[config.mk]
export PLATFORM = sky130hd
export DESIGN_NAME = blit_rectangle_clipper_flat
export DESIGN_NICKNAME = d
export VERILOG_FILES = /design/src/rtl/core/bltc_pkg.sv /design/src/rtl/core/bltc_if.sv /design/src/rtl/core/bltc_window.sv /design/src/rtl/core/blit_rectangle_clipper.sv /design/src/flat_wrapper.sv
export SDC_FILE = /design/constraint.sdc
export NUM_CORES = 2
export LEC_CHECK = 0
export BUFFER_PORTS_ARGS = -buffer_cell sky130_fd_sc_hd__buf_2
export CAP_MARGIN = 15
export CORE_MARGIN = 5
export CORE_UTILIZATION = 35
export DETAILED_ROUTE_END_ITERATION = 10
export PLACE_DENSITY = 0.49
export SLEW_MARGIN = 20
export SYNTH_ARGS = -nofsm -noshare
export SYNTH_HDL_FRONTEND = slang
export SYNTH_SLANG_ARGS = --single-unit
[constraint.sdc]
create_clock -name clk -period 40.8 [get_ports clk]
set_clock_uncertainty 0.2 [all_clocks]
set_input_delay 8.16 -clock clk [delete_from_list [all_inputs] [get_ports clk]]
set_output_delay 8.16 -clock clk [all_outputs]
set_load 0.05 [all_outputs]
[src/rtl/core/bltc_pkg.sv]
// Shared constants for the blit rectangle clipper: defaults, register indexes, command kinds.
package bltc_pkg;

  localparam int COORD_BITS_DEF = 16;

  // Configuration register indexes
  localparam int CFG_INDEX_BITS = 3;
  localparam logic [CFG_INDEX_BITS-1:0] REG_SCREEN_MAX_X     = 3'd0;
  localparam logic [CFG_INDEX_BITS-1:0] REG_SCREEN_MAX_Y     = 3'd1;
  localparam logic [CFG_INDEX_BITS-1:0] REG_USER_CLIP_ENABLE = 3'd2;
  localparam logic [CFG_INDEX_BITS-1:0] REG_USER_CLIP_X0     = 3'd3;
  localparam logic [CFG_INDEX_BITS-1:0] REG_USER_CLIP_Y0     = 3'd4;
  localparam logic [CFG_INDEX_BITS-1:0] REG_USER_CLIP_X1     = 3'd5;
  localparam logic [CFG_INDEX_BITS-1:0] REG_USER_CLIP_Y1     = 3'd6;

  // Register reset values
  localparam int SCREEN_MAX_X_RST = 639;
  localparam int SCREEN_MAX_Y_RST = 479;

  // Command kinds
  localparam logic KIND_COPY = 1'b0;
  localparam logic KIND_FILL = 1'b1;

endpackage

[src/rtl/core/bltc_if.sv]
// Command and result channel interfaces of the blit rectangle clipper.
interface bltc_cmd_if
  import bltc_pkg::*;
#(
  parameter int W = COORD_BITS_DEF
);
  logic                valid;
  logic                ready;
  logic                kind;
  logic signed [W-1:0] rect_x0;
  logic signed [W-1:0] rect_y0;
  logic signed [W-1:0] rect_x1;
  logic signed [W-1:0] rect_y1;
  logic signed [W-1:0] dest_x;
  logic signed [W-1:0] dest_y;

  modport source (
    output valid, kind, rect_x0, rect_y0, rect_x1, rect_y1, dest_x, dest_y,
    input  ready
  );
  modport sink (
    input  valid, kind, rect_x0, rect_y0, rect_x1, rect_y1, dest_x, dest_y,
    output ready
  );
endinterface

interface bltc_res_if
  import bltc_pkg::*;
#(
  parameter int W = COORD_BITS_DEF
);
  logic                valid;
  logic                ready;
  logic                visible;
  logic signed [W-1:0] src_left;
  logic signed [W-1:0] src_top;
  logic signed [W-1:0] src_right;
  logic signed [W-1:0] src_bottom;
  logic signed [W-1:0] dst_left;
  logic signed [W-1:0] dst_top;
  logic signed [W-1:0] dst_right;
  logic signed [W-1:0] dst_bottom;

  modport source (
    output valid, visible, src_left, src_top, src_right, src_bottom,
           dst_left, dst_top, dst_right, dst_bottom,
    input  ready
  );
  modport sink (
    input  valid, visible, src_left, src_top, src_right, src_bottom,
           dst_left, dst_top, dst_right, dst_bottom,
    output ready
  );
endinterface

[src/rtl/core/bltc_window.sv]
// Configuration registers and the registered clip window they define.
module bltc_window
  import bltc_pkg::*;
#(
  parameter int W = COORD_BITS_DEF
) (
  input  logic                      clk,
  input  logic                      rst,
  input  logic                      cfg_we,
  input  logic [CFG_INDEX_BITS-1:0] cfg_index,
  input  logic [W-1:0]              cfg_data,
  output logic signed [W-1:0]       cx0,
  output logic signed [W-1:0]       cy0,
  output logic signed [W-1:0]       cx1,
  output logic signed [W-1:0]       cy1
);

  logic [W-2:0]        screen_max_x;
  logic [W-2:0]        screen_max_y;
  logic                user_clip_enable;
  logic signed [W-1:0] user_clip_x0;
  logic signed [W-1:0] user_clip_y0;
  logic signed [W-1:0] user_clip_x1;
  logic signed [W-1:0] user_clip_y1;

  logic signed [W-1:0] smx, smy, ux_lo, ux_hi, uy_lo, uy_hi;
  logic signed [W-1:0] cx0_next, cy0_next, cx1_next, cy1_next;

  always_ff @(posedge clk) begin
    if (rst) begin
      screen_max_x     <= (W-1)'(SCREEN_MAX_X_RST);
      screen_max_y     <= (W-1)'(SCREEN_MAX_Y_RST);
      user_clip_enable <= 1'b0;
      user_clip_x0     <= '0;
      user_clip_y0     <= '0;
      user_clip_x1     <= '0;
      user_clip_y1     <= '0;
    end else if (cfg_we) begin
      case (cfg_index)
        REG_SCREEN_MAX_X:     screen_max_x     <= cfg_data[W-2:0];
        REG_SCREEN_MAX_Y:     screen_max_y     <= cfg_data[W-2:0];
        REG_USER_CLIP_ENABLE: user_clip_enable <= cfg_data[0];
        REG_USER_CLIP_X0:     user_clip_x0     <= cfg_data;
        REG_USER_CLIP_Y0:     user_clip_y0     <= cfg_data;
        REG_USER_CLIP_X1:     user_clip_x1     <= cfg_data;
        REG_USER_CLIP_Y1:     user_clip_y1     <= cfg_data;
        default: ;
      endcase
    end
  end

  // Sort the user corners, then intersect with the screen
  always_comb begin
    smx   = {1'b0, screen_max_x};
    smy   = {1'b0, screen_max_y};
    ux_lo = (user_clip_x0 < user_clip_x1) ? user_clip_x0 : user_clip_x1;
    ux_hi = (user_clip_x0 > user_clip_x1) ? user_clip_x0 : user_clip_x1;
    uy_lo = (user_clip_y0 < user_clip_y1) ? user_clip_y0 : user_clip_y1;
    uy_hi = (user_clip_y0 > user_clip_y1) ? user_clip_y0 : user_clip_y1;
    cx0_next = '0;
    cy0_next = '0;
    cx1_next = smx;
    cy1_next = smy;
    if (user_clip_enable) begin
      if (!ux_lo[W-1]) cx0_next = ux_lo;
      if (!uy_lo[W-1]) cy0_next = uy_lo;
      if (ux_hi < smx) cx1_next = ux_hi;
      if (uy_hi < smy) cy1_next = uy_hi;
    end
  end

  // Registered window; users (unchecked) move it only with pipeline empty
  always_ff @(posedge clk) begin
    cx0 <= cx0_next;
    cy0 <= cy0_next;
    cx1 <= cx1_next;
    cy1 <= cy1_next;
  end

endmodule

[src/rtl/core/blit_rectangle_clipper.sv]
// Blit rectangle clipper: eight-stage pipeline that clips copy and fill commands.
// Each accepted item moves through the stage registers, then the output register.
// Throughput: one item per cycle; the whole pipeline holds when the result is stalled.
// A configuration write takes effect for items accepted from the following cycle on.
// Reset (rst, synchronous) empties the pipeline and loads the registers with
// screen 639 x 479 and the user clip rectangle off and zero.
module blit_rectangle_clipper
  import bltc_pkg::*;
#(
  parameter int COORD_BITS = COORD_BITS_DEF
) (
  input  logic                      clk,
  input  logic                      rst,
  bltc_cmd_if.sink                  cmd,
  bltc_res_if.source                res,
  input  logic                      cfg_we,
  input  logic [CFG_INDEX_BITS-1:0] cfg_index,
  input  logic [COORD_BITS-1:0]     cfg_data
);

  localparam int W  = COORD_BITS;
  // Internal width: exact sums of offsets and extents never wrap here
  localparam int E  = W + 3;
  localparam int NS = 7;

  typedef struct {
    logic                kind;
    logic                vis;
    logic signed [E-1:0] sl, st, sr, sb;
    logic signed [E-1:0] dl, dt, dr, db;
    logic signed [E-1:0] e0, e1, e2, e3;
  } stage_t;

  typedef struct {
    logic                visible;
    logic signed [W-1:0] src_left, src_top, src_right, src_bottom;
    logic signed [W-1:0] dst_left, dst_top, dst_right, dst_bottom;
  } res_t;

  function automatic logic signed [E-1:0] sx(input logic [W-1:0] v);
    return {{(E-W){v[W-1]}}, v};
  endfunction

  function automatic logic signed [E-1:0] smin(input logic signed [E-1:0] a,
                                               input logic signed [E-1:0] b);
    return (a < b) ? a : b;
  endfunction

  function automatic logic signed [E-1:0] smax(input logic signed [E-1:0] a,
                                               input logic signed [E-1:0] b);
    return (a > b) ? a : b;
  endfunction

  // Strictly positive: not negative and not zero
  function automatic logic pos(input logic signed [E-1:0] v);
    return !v[E-1] && (v != '0);
  endfunction

  logic signed [W-1:0] cx0, cy0, cx1, cy1;
  logic signed [E-1:0] cx0e, cy0e, cx1e, cy1e;

  stage_t       stg [1:NS];
  stage_t       nxt [1:NS];
  logic [NS:1]  vld;
  res_t         res_q;
  res_t         res_next;
  logic         res_vld;
  logic         en;

  // Clip window from the configuration registers
  bltc_window #(.W(W)) u_window (
    .clk       (clk),
    .rst       (rst),
    .cfg_we    (cfg_we),
    .cfg_index (cfg_index),
    .cfg_data  (cfg_data),
    .cx0       (cx0),
    .cy0       (cy0),
    .cx1       (cx1),
    .cy1       (cy1)
  );

  assign cx0e = sx(cx0);
  assign cy0e = sx(cy0);
  assign cx1e = sx(cx1);
  assign cy1e = sx(cy1);

  // Advance every stage together whenever the output register can take an item
  assign en        = !res_vld || res.ready;
  assign cmd.ready = en;

  // Stage 1: sort the rectangle corners, widen the destination origin
  always_comb begin
    nxt[1]      = '{default: '0};
    nxt[1].kind = cmd.kind;
    nxt[1].vis  = 1'b1;
    nxt[1].sl   = smin(sx(cmd.rect_x0), sx(cmd.rect_x1));
    nxt[1].sr   = smax(sx(cmd.rect_x0), sx(cmd.rect_x1));
    nxt[1].st   = smin(sx(cmd.rect_y0), sx(cmd.rect_y1));
    nxt[1].sb   = smax(sx(cmd.rect_y0), sx(cmd.rect_y1));
    nxt[1].dl   = sx(cmd.dest_x);
    nxt[1].dt   = sx(cmd.dest_y);
  end

  // Stage 2: reject a source fully outside; a fill is finished here,
  // a copy takes its extents
  always_comb begin
    nxt[2]     = stg[1];
    nxt[2].vis = !(stg[1].sl > cx1e || stg[1].sr < cx0e ||
                   stg[1].st > cy1e || stg[1].sb < cy0e);
    if (stg[1].kind == KIND_FILL) begin
      nxt[2].dl = smax(stg[1].sl, cx0e);
      nxt[2].dr = smin(stg[1].sr, cx1e);
      nxt[2].dt = smax(stg[1].st, cy0e);
      nxt[2].db = smin(stg[1].sb, cy1e);
      nxt[2].sl = nxt[2].dl;
      nxt[2].sr = nxt[2].dr;
      nxt[2].st = nxt[2].dt;
      nxt[2].sb = nxt[2].db;
    end else begin
      nxt[2].dr = stg[1].sr - stg[1].sl;
      nxt[2].db = stg[1].sb - stg[1].st;
    end
  end

  // Stage 3: place the destination's far corner
  always_comb begin
    nxt[3] = stg[2];
    if (stg[2].kind == KIND_COPY) begin
      nxt[3].dr = stg[2].dl + stg[2].dr;
      nxt[3].db = stg[2].dt + stg[2].db;
    end
  end

  // Stage 4: reject a destination fully outside; measure source overhang
  always_comb begin
    nxt[4] = stg[3];
    if (stg[3].kind == KIND_COPY) begin
      nxt[4].vis = stg[3].vis &&
                   !(stg[3].dl > cx1e || stg[3].dt > cy1e ||
                     stg[3].dr < cx0e || stg[3].db < cy0e);
      nxt[4].e0 = cx0e - stg[3].sl;
      nxt[4].e1 = cy0e - stg[3].st;
      nxt[4].e2 = stg[3].sr - cx1e;
      nxt[4].e3 = stg[3].sb - cy1e;
    end
  end

  // Stage 5: trim both rectangles where the source leaves the window
  always_comb begin
    nxt[5] = stg[4];
    if (stg[4].kind == KIND_COPY) begin
      if (pos(stg[4].e0)) begin
        nxt[5].dl = stg[4].dl + stg[4].e0;
        nxt[5].sl = cx0e;
      end
      if (pos(stg[4].e1)) begin
        nxt[5].dt = stg[4].dt + stg[4].e1;
        nxt[5].st = cy0e;
      end
      if (pos(stg[4].e2)) begin
        nxt[5].dr = stg[4].dr - stg[4].e2;
        nxt[5].sr = cx1e;
      end
      if (pos(stg[4].e3)) begin
        nxt[5].db = stg[4].db - stg[4].e3;
        nxt[5].sb = cy1e;
      end
    end
  end

  // Stage 6: measure destination overhang
  always_comb begin
    nxt[6] = stg[5];
    if (stg[5].kind == KIND_COPY) begin
      nxt[6].e0 = cx0e - stg[5].dl;
      nxt[6].e1 = cy0e - stg[5].dt;
      nxt[6].e2 = stg[5].dr - cx1e;
      nxt[6].e3 = stg[5].db - cy1e;
    end
  end

  // Stage 7: trim both rectangles where the destination leaves the window
  always_comb begin
    nxt[7] = stg[6];
    if (stg[6].kind == KIND_COPY) begin
      if (pos(stg[6].e0)) begin
        nxt[7].sl = stg[6].sl + stg[6].e0;
        nxt[7].dl = cx0e;
      end
      if (pos(stg[6].e1)) begin
        nxt[7].st = stg[6].st + stg[6].e1;
        nxt[7].dt = cy0e;
      end
      if (pos(stg[6].e2)) begin
        nxt[7].sr = stg[6].sr - stg[6].e2;
        nxt[7].dr = cx1e;
      end
      if (pos(stg[6].e3)) begin
        nxt[7].sb = stg[6].sb - stg[6].e3;
        nxt[7].db = cy1e;
      end
    end
  end

  // Stage 8: mark empty results invisible, zero every field of an invisible one
  always_comb begin
    res_next.visible = stg[7].vis && !(stg[7].dr < stg[7].dl || stg[7].db < stg[7].dt);
    res_next.src_left   = '0;
    res_next.src_top    = '0;
    res_next.src_right  = '0;
    res_next.src_bottom = '0;
    res_next.dst_left   = '0;
    res_next.dst_top    = '0;
    res_next.dst_right  = '0;
    res_next.dst_bottom = '0;
    if (res_next.visible) begin
      res_next.src_left   = stg[7].sl[W-1:0];
      res_next.src_top    = stg[7].st[W-1:0];
      res_next.src_right  = stg[7].sr[W-1:0];
      res_next.src_bottom = stg[7].sb[W-1:0];
      res_next.dst_left   = stg[7].dl[W-1:0];
      res_next.dst_top    = stg[7].dt[W-1:0];
      res_next.dst_right  = stg[7].dr[W-1:0];
      res_next.dst_bottom = stg[7].db[W-1:0];
    end
  end

  // Valid bits travel with the data
  always_ff @(posedge clk) begin
    if (rst) begin
      vld     <= '0;
      res_vld <= 1'b0;
    end else if (en) begin
      vld[1] <= cmd.valid;
      for (int k = 2; k <= NS; k++) begin
        vld[k] <= vld[k-1];
      end
      res_vld <= vld[NS];
    end
  end

  // Payload registers, held while the output is stalled
  always_ff @(posedge clk) begin
    if (en) begin
      for (int k = 1; k <= NS; k++) begin
        stg[k] <= nxt[k];
      end
      res_q <= res_next;
    end
  end

  assign res.valid      = res_vld;
  assign res.visible    = res_q.visible;
  assign res.src_left   = res_q.src_left;
  assign res.src_top    = res_q.src_top;
  assign res.src_right  = res_q.src_right;
  assign res.src_bottom = res_q.src_bottom;
  assign res.dst_left   = res_q.dst_left;
  assign res.dst_top    = res_q.dst_top;
  assign res.dst_right  = res_q.dst_right;
  assign res.dst_bottom = res_q.dst_bottom;

endmodule

[src/flat_wrapper.sv]
// flat-port wrapper written by rule: the top's interface ports become plain ports
module blit_rectangle_clipper_flat import bltc_pkg::*;
#(
  parameter int COORD_BITS = COORD_BITS_DEF
)
  (clk, rst, cfg_we, cfg_index, cfg_data, cmd_valid, cmd_kind, cmd_rect_x0, cmd_rect_y0, cmd_rect_x1, cmd_rect_y1, cmd_dest_x, cmd_dest_y, cmd_ready, res_valid, res_visible, res_src_left, res_src_top, res_src_right, res_src_bottom, res_dst_left, res_dst_top, res_dst_right, res_dst_bottom, res_ready);
  bltc_cmd_if #(.W((COORD_BITS_DEF))) cmd_i ();
  bltc_res_if #(.W((COORD_BITS_DEF))) res_i ();
  input  logic clk;
  input  logic rst;
  input  logic cfg_we;
  input  logic [CFG_INDEX_BITS-1:0] cfg_index;
  input  logic [COORD_BITS-1:0] cfg_data;
  input wire logic [$bits(cmd_i.valid)-1:0] cmd_valid;
  input wire logic [$bits(cmd_i.kind)-1:0] cmd_kind;
  input wire logic [$bits(cmd_i.rect_x0)-1:0] cmd_rect_x0;
  input wire logic [$bits(cmd_i.rect_y0)-1:0] cmd_rect_y0;
  input wire logic [$bits(cmd_i.rect_x1)-1:0] cmd_rect_x1;
  input wire logic [$bits(cmd_i.rect_y1)-1:0] cmd_rect_y1;
  input wire logic [$bits(cmd_i.dest_x)-1:0] cmd_dest_x;
  input wire logic [$bits(cmd_i.dest_y)-1:0] cmd_dest_y;
  output wire logic [$bits(cmd_i.ready)-1:0] cmd_ready;
  output wire logic [$bits(res_i.valid)-1:0] res_valid;
  output wire logic [$bits(res_i.visible)-1:0] res_visible;
  output wire logic [$bits(res_i.src_left)-1:0] res_src_left;
  output wire logic [$bits(res_i.src_top)-1:0] res_src_top;
  output wire logic [$bits(res_i.src_right)-1:0] res_src_right;
  output wire logic [$bits(res_i.src_bottom)-1:0] res_src_bottom;
  output wire logic [$bits(res_i.dst_left)-1:0] res_dst_left;
  output wire logic [$bits(res_i.dst_top)-1:0] res_dst_top;
  output wire logic [$bits(res_i.dst_right)-1:0] res_dst_right;
  output wire logic [$bits(res_i.dst_bottom)-1:0] res_dst_bottom;
  input wire logic [$bits(res_i.ready)-1:0] res_ready;
  assign cmd_i.valid = cmd_valid;
  assign cmd_i.kind = cmd_kind;
  assign cmd_i.rect_x0 = cmd_rect_x0;
  assign cmd_i.rect_y0 = cmd_rect_y0;
  assign cmd_i.rect_x1 = cmd_rect_x1;
  assign cmd_i.rect_y1 = cmd_rect_y1;
  assign cmd_i.dest_x = cmd_dest_x;
  assign cmd_i.dest_y = cmd_dest_y;
  assign cmd_ready = cmd_i.ready;
  assign res_valid = res_i.valid;
  assign res_visible = res_i.visible;
  assign res_src_left = res_i.src_left;
  assign res_src_top = res_i.src_top;
  assign res_src_right = res_i.src_right;
  assign res_src_bottom = res_i.src_bottom;
  assign res_dst_left = res_i.dst_left;
  assign res_dst_top = res_i.dst_top;
  assign res_dst_right = res_i.dst_right;
  assign res_dst_bottom = res_i.dst_bottom;
  assign res_i.ready = res_ready;
  blit_rectangle_clipper #(.COORD_BITS(COORD_BITS)) u_core (.clk(clk), .rst(rst), .cmd(cmd_i), .res(res_i), .cfg_we(cfg_we), .cfg_index(cfg_index), .cfg_data(cfg_data));
endmodule
==> flow_summary.json <==
{
  "outcome": "finished clean",
  "cp-end-kind": "output port",
  "cts.sinks": 1452,
  "cts_resized": 0,
  "setup_viol": 0,
  "yosysMostFrequentCell": "edfxtp_1",
  "synth_top_area_frac": 0.510,
  "synthAdderAreaFrac": 0.110,
  "cts_max_path_buffers": 3,
  "vias_per_cell": 5.24,
  "yosys_register_bits": 1452,
  "cts_htree_levels": 4,
  "rows": 170,
  "p_per_area_nw_per_um2": 57.0,
  "start_util": 0.352,
  "async_flop_share": 0,
  "yosysSeqAreaShare": 0.554,
  "crit_top_cell": "buf_2",
  "drtPass1Iterations": 5,
  "hold_violations": 0,
  "grt_pass1_wl_mm": 328,
  "p_leak_uw": 0.0352,
  "synthCells": 6669,
  "synthMuxAreaShare": 0.0302,
  "cts_hold_buffers": 0,
  "avgSynthCellArea_um2": 11.4,
  "grt_max_degree": 178,
  "synth_compound_area_frac": 0.126,
  "netlist_top_cells_area": "edfxtp_1, ha_1, dfxtp_1",
  "drtIter0Drc": 3848,
  "dp_hpwl_mm": 169,
  "synth_top_family_by_area": "compound AO/OA/AOI/OAI gates",
  "die_y_um": 475,
  "cp_data_arrival_time_ns": 9.40,
  "worstSetupStartpointType": "input port",
  "core_um2": 215000,
  "via_count": 52000,
  "place_congestion": 0.901,
  "rr_worst_depth": 15,
  "pin_count": 252,
  "crit_slowest_cell": "nor2b_2",
  "reg2reg_from": "u_core.u_window.user_clip_y1[15]$_SDFFE_PP0P_",
  "synthSimpleGateAreaFrac": 0.120,
  "synth_edf_count": 1287,
  "routedWlPerCell_um": 22.3,
  "rsz0062_at_grt": "false",
  "cts-root-buf": "clkbuf_16",
  "syn_to_final_growth_pct": 13.1,
  "cts_tree": "yes",
  "cp-startpoint": "res_ready",
  "die_width_um": 475,
  "ys.flop_type": "edfxtp_1",
  "synth_commonest_cells": "edfxtp_1, nand2_1, ha_1",
  "cts_made_buffers": 167,
  "dieArea_um2": 226000,
  "grt_use_total": 0.193,
  "min_period_ns": 17.76,
  "maxCapViolations": 0,
  "reg2reg_slack_ns": 35.45,
  "antenna_found_initial": 21,
  "drc": 0,
  "syn_nets": 7446,
  "synth.distinct_cells": 90,
  "crit_chain": "buf_2, nor2b_2, inv_16, buf_2",
  "worstMarginPinSlew_ns": 1.13,
  "peakVddDrop_v": 0.0000394,
  "critPathKind": "in -> out",
  "grt-ovfl-total": 0,
  "post-route-period-util": 0.435,
  "cp.required_ns": 32.44,
  "io_buffers": 251,
  "synthXorXnorAreaFrac": 0.0247,
  "yosysWarnings": 0,
  "fin_area_um2": 85700,
  "ant_nets": 0,
  "drive_gt1_frac": 0.0972,
  "endpoint": "cmd_ready",
  "hp-class": "reg -> reg",
  "fmax_mhz": 56.3,
  "cts.clk_slew.worst_paths_ns": 0.06,
  "crit_path_max_fanout": 81,
  "cpPeakStageDelay_ns": 0.51,
  "synth_top_area_cell": "edfxtp_1",
  "insertion_delay_ns": 0.83,
  "tns_ns": 0,
  "nets": 7721,
  "placed_area_um2": 80400,
  "drt-total-wl_mm": 222,
  "power_uw": 4890,
  "post-cts-setup-buffer-count": 0,
  "maxSlewHeadroom": 0.249,
  "synth_area_um2": 75800,
  "timing.rr.end": "u_core.u_window.cy1[4]$_DFF_P_",
  "grt_pass1_vias": 51300,
  "slew_viol_final": 0
}
-- power by group --
| group | internal [uW] | leakage (uW) | switching, uW |
|---|---|---|---|
| Sequential | 1970 | 0.0157 | 195 |
| Combinational | 520 | 0.0169 | 748 |
| Clock | 843 | 0.00257 | 615 |
| Total | 3330 | 0.0352 | 1560 |
-- state kept, by name, summed over array words and instances, names as in the netlist, 16 cells and up --
| register | cells |
|---|---|
| u_core.u_window.user_clip_y1 | 16 |
| u_core.res.src_bottom | 16 |
| u_core.res.dst_bottom | 16 |
| u_core.res.dst_left | 16 |
| u_core.u_window.cx1 | 16 |
| u_core.res.dst_right | 16 |
| u_core.stg | 1158 |
| u_core.res.src_right | 16 |
| u_core.u_window.user_clip_y0 | 16 |
| u_core.u_window.user_clip_x0 | 16 |
| u_core.res.src_left | 16 |
| u_core.res.dst_top | 16 |
| u_core.u_window.cy1 | 16 |
| u_core.u_window.user_clip_x1 | 16 |
| u_core.res.src_top | 16 |
-- logic make-up after synthesis --
kind of cell | count (synthesis)
xor+xnor | 214
mux | 210
fa+ha+maj | 656
buf+inv | 705
compound gates | 1530
simple gates | 1902
flops | 1452
-- metrics by stage --
stage / util / std cells / hold WS (ns) / worst slack, ns
floorplan: - / 6669 / 0.200 / 12.43
finish: 0.399 / 9918 / 0.210 / 23.04
global route: 0.399 / 9917 / 0.211 / 22.98
detailed placement: 0.374 / 9613 / 0.205 / 22.62
global placement: 0.374 / 9613 / 0.202 / 22.64
CTS: 0.399 / 9916 / 0.207 / 22.62
-- how the worst min path moves through the flow --
stage | depth (start not counted) | to | start | slack, ns
2_1_floorplan | 0 | u_core.stg[1][382]$_DFFE_PP_ | u_core.stg[1][152]$_DFFE_PP_ | 0.20
3_3_place_gp | 0 | u_core.stg[3][173]$_DFFE_PP_ | u_core.stg[2][403]$_DFFE_PP_ | 0.20
3_5_place_dp | 0 | u_core.stg[1][443]$_DFFE_PP_ | u_core.stg[1][213]$_DFFE_PP_ | 0.20
4_1_cts | 0 | u_core.stg[3][154]$_DFFE_PP_ | u_core.stg[2][384]$_DFFE_PP_ | 0.21
5_1_grt | 0 | u_core.stg[1][420]$_DFFE_PP_ | u_core.stg[1][190]$_DFFE_PP_ | 0.21
6_report | 0 | u_core.stg[1][458]$_DFFE_PP_ | u_core.stg[1][228]$_DFFE_PP_ | 0.21
-- worst max-delay path: cells and delay by family --
| kind | cells | cell delay, ns |
|---|---|---|
| buffers and inverters | 3 | 0.64 |
| and+or+nand+nor | 1 | 0.51 |
-- area by class of cell --
class	instances	area (um2)
Fill cell	20500	129000
Clock inverter	82	846
Tap cell	2838	3550
Clock buffer	221	4470
Sequential cell	1452	42000
Inverter	494	1870
Antenna cell	2	5.00
Timing Repair Buffer	317	1790
Multi-Input combinational cell	4512	31300
-- per-layer routing --
layer | routed length, um | global-route usage | vias to the layer above
li1 | - | - | 25200
met1 | 110000 | 0.290 | 25100
met2 | 93300 | 0.287 | 1350
met3 | 11800 | 0.0287 | 313
met4 | 6360 | 0.0588 | 4
met5 | 27 | 0 | -
-- cells in the final DEF, fill, tap and decap left out, types with 84 or more instances in the layout --
| cell | synthesis | layout |
|---|---|---|
| mux2i_1 | 92 | 92 |
| nor2b_1 | 85 | 84 |
| edfxtp_1 | 1287 | 1287 |
| xor2_1 | 92 | 92 |
| a21oi_1 | 335 | 334 |
| nor3b_1 | 119 | 119 |
| clkbuf_16 | 0 | 170 |
| ha_1 | 636 | 636 |
| nand3_1 | 93 | 93 |
| nand2_1 | 758 | 758 |
| xnor2_1 | 122 | 121 |
| buf_2 | 11 | 251 |
| o21ai_0 | 508 | 507 |
| nor2_1 | 375 | 374 |
| nor3_1 | 122 | 121 |
| dfxtp_1 | 165 | 165 |
| a21o_1 | 135 | 135 |
| inv_1 | 492 | 492 |
Power figures use the tool's default switching activity.
